==> config.mk <==
export PLATFORM = sky130hd
export DESIGN_NAME = hcs_isqrt
export DESIGN_NICKNAME = d
export VERILOG_FILES = /design/src/rtl/hcs_pkg.sv /design/src/rtl/hcs_isqrt.sv
export SDC_FILE = /design/constraint.sdc
export NUM_CORES = 2
export LEC_CHECK = 0
export BUFFER_PORTS_ARGS = -buffer_cell sky130_fd_sc_hd__buf_2
export CAP_MARGIN = 30
export CORE_MARGIN = 8
export CORE_UTILIZATION = 54
export CTS_CLUSTER_DIAMETER = 30
export DETAILED_ROUTE_END_ITERATION = 8
export PLACE_DENSITY = 0.7
export SLEW_MARGIN = 25
export SYNTH_ARGS = -nofsm -noshare
export SYNTH_HDL_FRONTEND = slang
export SYNTH_MEMORY_MAX_BITS = 65536
export SYNTH_SLANG_ARGS = --single-unit
==> constraint.sdc <==
create_clock -name i_clk -period 11.35 [get_ports i_clk]
set_clock_uncertainty 0.05 [all_clocks]
set_input_delay 2.27 -clock i_clk [delete_from_list [all_inputs] [get_ports i_clk]]
set_output_delay 2.27 -clock i_clk [all_outputs]
set_load 0.03 [all_outputs]
==> src/rtl/hcs_pkg.sv <==
// Shared constants, types and the square-root step for the hollow cylinder SDF core.
package hcs_pkg;

    localparam int FRAC_BITS_DEF = 16;
    localparam int COORD_W       = 32;
    localparam int RADIUS_W      = 31;
    localparam int SHIFT_W       = 5;
    localparam int CFG_IDX_W     = 1;
    localparam int CFG_DATA_W    = 32;
    localparam int SQ_W          = 64;
    localparam int ROOT_W        = 32;
    localparam int SQRT_STAGES   = 32;

    localparam logic [RADIUS_W-1:0] RADIUS_RST = 31'd65536;
    localparam logic [SHIFT_W-1:0]  SHIFT_RST  = 5'd16;

    typedef enum logic [CFG_IDX_W-1:0] {
        CFG_OUTER_RADIUS = 1'b0,
        CFG_STEP_SHIFT   = 1'b1
    } t_cfg_reg;

    typedef struct packed {
        logic [SQ_W-1:0] v;
        logic [SQ_W-1:0] r;
    } t_sq_st;

    // One iteration of the digit-by-digit integer square root.
    function automatic t_sq_st sqrt_step(t_sq_st s, logic [SQ_W-1:0] b);
        logic [SQ_W:0] t;
        t_sq_st        o;
        t = {1'b0, s.r} + {1'b0, b};
        if ({1'b0, s.v} >= t) begin
            o.v = s.v - t[SQ_W-1:0];
            o.r = (s.r >> 1) + b;
        end else begin
            o.v = s.v;
            o.r = s.r >> 1;
        end
        return o;
    endfunction

endpackage

==> src/rtl/hcs_isqrt.sv <==
// Pipelined multi-lane 64-bit integer square root, one result bit per stage.
module hcs_isqrt #(
    parameter int LANES = 1,
    parameter int TAG_W = 1
) (
    input  logic                         i_clk,
    input  logic                         i_rst_n,
    input  logic                         i_en,
    input  logic                         i_valid,
    input  logic [hcs_pkg::SQ_W-1:0]     i_val [LANES],
    input  logic [TAG_W-1:0]             i_tag,
    output logic                         o_valid,
    output logic [hcs_pkg::ROOT_W-1:0]   o_root [LANES],
    output logic [TAG_W-1:0]             o_tag
);
    localparam int NS = hcs_pkg::SQRT_STAGES;

    hcs_pkg::t_sq_st  r_st  [NS+1][LANES];
    logic [TAG_W-1:0] r_tag [NS+1];
    logic             r_vld [NS+1];

    always_ff @(posedge i_clk) begin
        if (!i_rst_n) begin
            r_vld[0] <= 1'b0;
        end else if (i_en) begin
            r_vld[0] <= i_valid;
        end
    end

    always_ff @(posedge i_clk) begin
        if (i_en) begin
            r_tag[0] <= i_tag;
            for (int l = 0; l < LANES; l++) begin
                r_st[0][l].v <= i_val[l];
                r_st[0][l].r <= '0;
            end
        end
    end

    for (genvar k = 0; k < NS; k++) begin : g_stage
        localparam logic [hcs_pkg::SQ_W-1:0] BIT = hcs_pkg::SQ_W'(1) << (hcs_pkg::SQ_W - 2 - 2*k);

        always_ff @(posedge i_clk) begin
            if (!i_rst_n) begin
                r_vld[k+1] <= 1'b0;
            end else if (i_en) begin
                r_vld[k+1] <= r_vld[k];
            end
        end

        always_ff @(posedge i_clk) begin
            if (i_en) begin
                r_tag[k+1] <= r_tag[k];
                for (int l = 0; l < LANES; l++) begin
                    r_st[k+1][l] <= hcs_pkg::sqrt_step(r_st[k][l], BIT);
                end
            end
        end
    end

    always_comb begin
        for (int l = 0; l < LANES; l++) begin
            o_root[l] = r_st[NS][l].r[hcs_pkg::ROOT_W-1:0];
        end
    end

    assign o_valid = r_vld[NS];
    assign o_tag   = r_tag[NS];

endmodule

# [After elaboration in Yosys (flattened, before gate mapping)]
# Memory sizes are Yosys's and may differ from the RTL's.
# Cells that the tools add are included.
[totals] output_inout_bits=34 word_cells=266 mem_count=3 reg_bits=0 ramBits=4290
[mem_list] memory="r_st" words=33 word_bits=128 read_ports=33 rd_clocked_by_memory_dff=0 wr=33 line_no="hcs_isqrt.sv:18" source="hcs_pkg::t_sq_st r_st [NS+1][LANES];"
[mem_list] memory="r_tag" words=33 word_bits=1 read_ports=33 rd_clocked_by_memory_dff=0 wr=33 line_no="hcs_isqrt.sv:19" source="logic [TAG_W-1:0] r_tag [NS+1];"
[mem_list] memory="r_vld" words=33 word_bits=1 read_ports=33 rd_clocked_by_memory_dff=0 wr=33 line_no="hcs_isqrt.sv:20" source="logic r_vld [NS+1];"
[classes] addsub=96 n_mux=102 n_lt_le_gt_ge=32 n_bitwise=33
[op_table] op="$mux 128" count=64
[op_table] op="$ge 64x65->1" count=32
[op_table] op="$sub 64x64->64" count=32
[op_table] op="$add 64x1->65 const B" count=1
[op_table] op="$add 64x11->65 const B" count=1
[op_table] op="$add 64x13->65 const B" count=1
[op_table] op="$add 64x15->65 const B" count=1
[op_table] op="$add 64x17->65 const B" count=1
[op_table] op="$add 64x19->65 const B" count=1
[op_table] op="$add 64x21->65 const B" count=1
[op_table] op="$add 64x23->65 const B" count=1
[op_table] op="$add 64x25->65 const B" count=1
[op_table] op="$add 64x27->65 const B" count=1
[op_table] op="$add 64x29->65 const B" count=1
[op_table] op="$add 64x3->65 const B" count=1
[op_table] op="$add 64x31->65 const B" count=1
[op_table] op="$add 64x33->65 const B" count=1
[op_table] op="$add 64x35->65 const B" count=1
[op_table] op="$add 64x37->65 const B" count=1
[op_table] op="$add 64x39->65 const B" count=1
[op_table] op="$add 64x41->65 const B" count=1
[op_table] op="$add 64x43->65 const B" count=1
[op_table] op="$add 64x45->65 const B" count=1
[op_table] op="$add 64x47->65 const B" count=1
[op_table] op="other kinds (45)" count=114

# [Logic depth before layout (Yosys ltp)]
[depth] depth_word=4 ltp_mapped=15 mapped_depth_nobuf=13

# [Worst setup path before layout]
# OpenSTA, ideal clock, no wires.
[synth_timing] kind="flip-flop to flip-flop" startpoint="memory r_st[0][2903] in the netlist's numbering" endpoint="memory r_st[0][3064] in the netlist's numbering (data pin)" period_less_slack_ns=3.658 t_required_ns=11.042 arrival_ns=3.350 setup_slack_ns=7.692 path_buffers=1 setup_time_ns=0.258 stages_incl_launch_ff=13 cell_sequence="edfxtp_1 -> ha_1 -> a41oi_1 -> a31oi_1 -> a2111oi_0 -> a21oi_1 -> a21oi_1 -> o31ai_1 -> a2111oi_0 -> and2_1 -> buf_2 -> nand4_1 -> xnor2_1"
[synth_rtl] element="start, declared" line_no="hcs_isqrt.sv:18"

==> results.json <==
{
  "grt_overflow": 0,
  "finish.instance_area_um2": 146000,
  "crit_fanout": 68,
  "die_w_um": 497,
  "slew_viol_final": 0,
  "pre_cts_slack_ns": 6.09,
  "ys_ff_latch": 2642,
  "ant_nets": 0,
  "synth_area_um2": 125000,
  "initial_core_util": 0.543,
  "cts_root_buf": "clkbuf_16",
  "crit_path_start_kind": "register",
  "synthDistinctLibCells": 92,
  "switchingPower_mw": 9.43,
  "dp_hpwl_um": 213000,
  "track_usage": 0.231,
  "async_reset_ff_frac": 0,
  "area_growth_pct": 16.5,
  "via_count": 80500,
  "rsz0062_at_grt": "no",
  "synth_warnings": 0,
  "synthFlopType": "edfxtp_1",
  "synthTopCellsByCount": "edfxtp_1 (2641), nor2_1 (715), a21oi_1 (700)",
  "dr.first_iter.drc_count": 7752,
  "crit_type": "register to register",
  "cp.required_ns": 12.08,
  "seqPwrFrac": 0.396,
  "ios": 103,
  "relSlewSlack": 0.232,
  "grt_pass1_wl_um": 455000,
  "cp-end-kind": "register",
  "cts-hold-fix-buffers": 0,
  "drive_above_1_share": 0.111,
  "clk_pin_slew_worst_paths_ns": 0.05,
  "finalCritPeriodShare": 0.447,
  "n_fill_cell": 16800,
  "synthCells": 9789,
  "synth_edf_count": 2641,
  "wl_per_cell_um": 21.8,
  "cts_tree": "done",
  "die_area_um2": 247000,
  "wl_um": 297000,
  "syn_area_per_cell_um2": 12.8,
  "yosys-top-cells-area": "edfxtp_1 (63%), ha_1 (5.6%), xnor2_1 (3.3%)",
  "route.detailed.drc": 0,
  "clock_latency_ns": 1.03,
  "p_per_area_nw_per_um2": 231,
  "grt_pass1_vias": 79200,
  "hold_viol_final": 0,
  "multi_input_area_um2": 42000,
  "finalSetupViolations": 0,
  "drt_pass1_iterations": 6,
  "port_buffers": 102,
  "synth_top_cell_by_area": "edfxtp_1",
  "setup_slack_ns": 6.27,
  "status": "finished, final reports clean",
  "post-route-min-period_ns": 5.08,
  "cts_resized": 0,
  "htree_levels": 5,
  "seq_area_um2": 79300,
  "power_mw": 33.6,
  "fin_nets": 10800,
  "p_comb_frac": 0.175,
  "max-vdd-ir-drop_uv": 220,
  "p_leak_nw": 55.6,
  "clock-sinks": 2642,
  "vias_per_cell": 5.92,
  "hold_class": "register to register",
  "placementRows": 176,
  "yosysSeqAreaShare": 0.635,
  "cts_made_buffers": 478,
  "fmax_ghz": 0.197,
  "intPower_mw": 24.1,
  "swShare": 0.281,
  "yosysTopAreaCellShare": 0.635,
  "clkPwrFrac": 0.429,
  "crit_arrival_ns": 5.81,
  "gp_congestion": 0.937,
  "die_h_um": 497,
  "antenna_found_initial": 14,
  "dpl_cell_area_um2": 129000,
  "synth_fp_nets": 10400,
  "cts_buffer_depth": 4,
  "cts_setup_buffers": 0,
  "tightest_slew_ns": 1.15,
  "core_area_um2": 230000,
  "maxCapViolCount": 0,
  "yosysMostFrequentCell": "edfxtp_1",
  "fin_tns_setup_ns": 0,
  "grt_max_degree": 221
}
==> final timing paths <==
| path | from | to | slack, ns | cells after the start |
|---|---|---|---|---|
| hold reg to reg | r_st[0][3871] | r_st[0][3998] | 0.36 | 0 |
| hold / removal | r_st[0][3871] | r_st[0][3998] | 0.36 | 0 |
| setup reg to reg | r_st[0][3844] | r_st[0][4093] | 6.27 | 13 |
| setup / recovery | r_st[0][3844] | r_st[0][4093] | 6.27 | 13 |
==> flip-flops by register name, indices dropped and copies added (netlist names) <==
| name | flops |
|---|---|
| r_vld | 33 |
| r_tag | 33 |
| r_st | 2576 |
==> cell usage in the layout, fill, tap and decap left out, types with 47 or more instances in the layout <==
cell / synthesis / routed
inv_6: 0 / 62
and3_1: 71 / 71
o21bai_1: 50 / 50
nor4_1: 353 / 352
buf_2: 8 / 103
nand2_1: 496 / 496
a21o_1: 243 / 243
clkinv_4: 0 / 54
nand4_1: 175 / 175
ha_1: 558 / 558
a31oi_1: 54 / 54
clkbuf_16: 0 / 483
xnor2_1: 473 / 473
inv_1: 699 / 699
xor2_1: 399 / 399
nand3_1: 153 / 152
nor2b_1: 69 / 69
nand2b_1: 102 / 102
clkinv_2: 0 / 65
nor3_1: 254 / 252
o21ai_0: 335 / 335
or3_1: 100 / 100
or4_1: 78 / 78
or2_2: 47 / 47
o21a_1: 111 / 111
bufinv_16: 0 / 69
clkinvlp_4: 0 / 65
a21oi_1: 700 / 700
nor2_1: 715 / 715
mux2_2: 96 / 96
edfxtp_1: 2641 / 2641
==> power groups by stage <==
stage / Combinational [mW] / Sequential (mW) / Clock (mW)
5_1_grt: 6.46 / 13.4 / 15.1
2_1_floorplan: 4.27 / 13.0 / 0
4_1_cts: 5.80 / 13.3 / 14.6
3_3_place_gp: 5.66 / 13.5 / 0
6_report: 5.86 / 13.3 / 14.4
3_5_place_dp: 5.74 / 13.5 / 0
==> routing by layer <==
layer,global-route usage,vias to the layer above,part of all wire
li1,-,37700,-
met1,0.319,39800,0.44
met2,0.383,2616,0.48
met3,0.0424,459,0.066
met4,0.0515,4,0.017
met5,0,-,0.00011
==> final cells by class <==
cell class              instances  area share
inverters                     700      0.0180
repair buffers                166     0.00878
diodes                          4   0.0000688
flip-flops and latches       2642       0.545
clock buffers                 517      0.0839
clock inverters               364      0.0298
multi-input cells            6191       0.288
well taps                    3026      0.0260
==> through the flow <==
step	utilization	std cells	hold WS [ns]
after detailed placement	0.560	12700	0.356
after floorplan	-	9789	0.350
after global routing	0.633	13600	0.368
after global placement	0.559	12700	0.357
final	0.633	13600	0.356
after CTS	0.632	13600	0.352
==> worst max-delay path, cell delays in order, from the launching register on <==
cell       delay (ns)
edfxtp_1         0.35
inv_1            0.06
ha_1             0.34
o21ai_0          0.16
a21boi_0         0.28
o2111ai_1        0.21
a2111oi_0        0.83
nor3_1           0.28
o21bai_1         0.41
a41oi_4          0.15
buf_4            0.35
nand3b_1         0.65
or4_1            0.61
xnor2_1          0.14
==> logic make-up after synthesis <==
kind of cell,count (synthesis),synth area share
AND/OR/NAND/NOR,2819,0.117
flip-flops,2642,0.635
AO/OA/AOI/OAI,1819,0.0902
buffers and inverters,956,0.0298
XOR/XNOR,872,0.0611
adder cells (fa/ha/maj),558,0.0559
multiplexers,123,0.0110
Note: power is estimated with default switching activity, not from simulation.
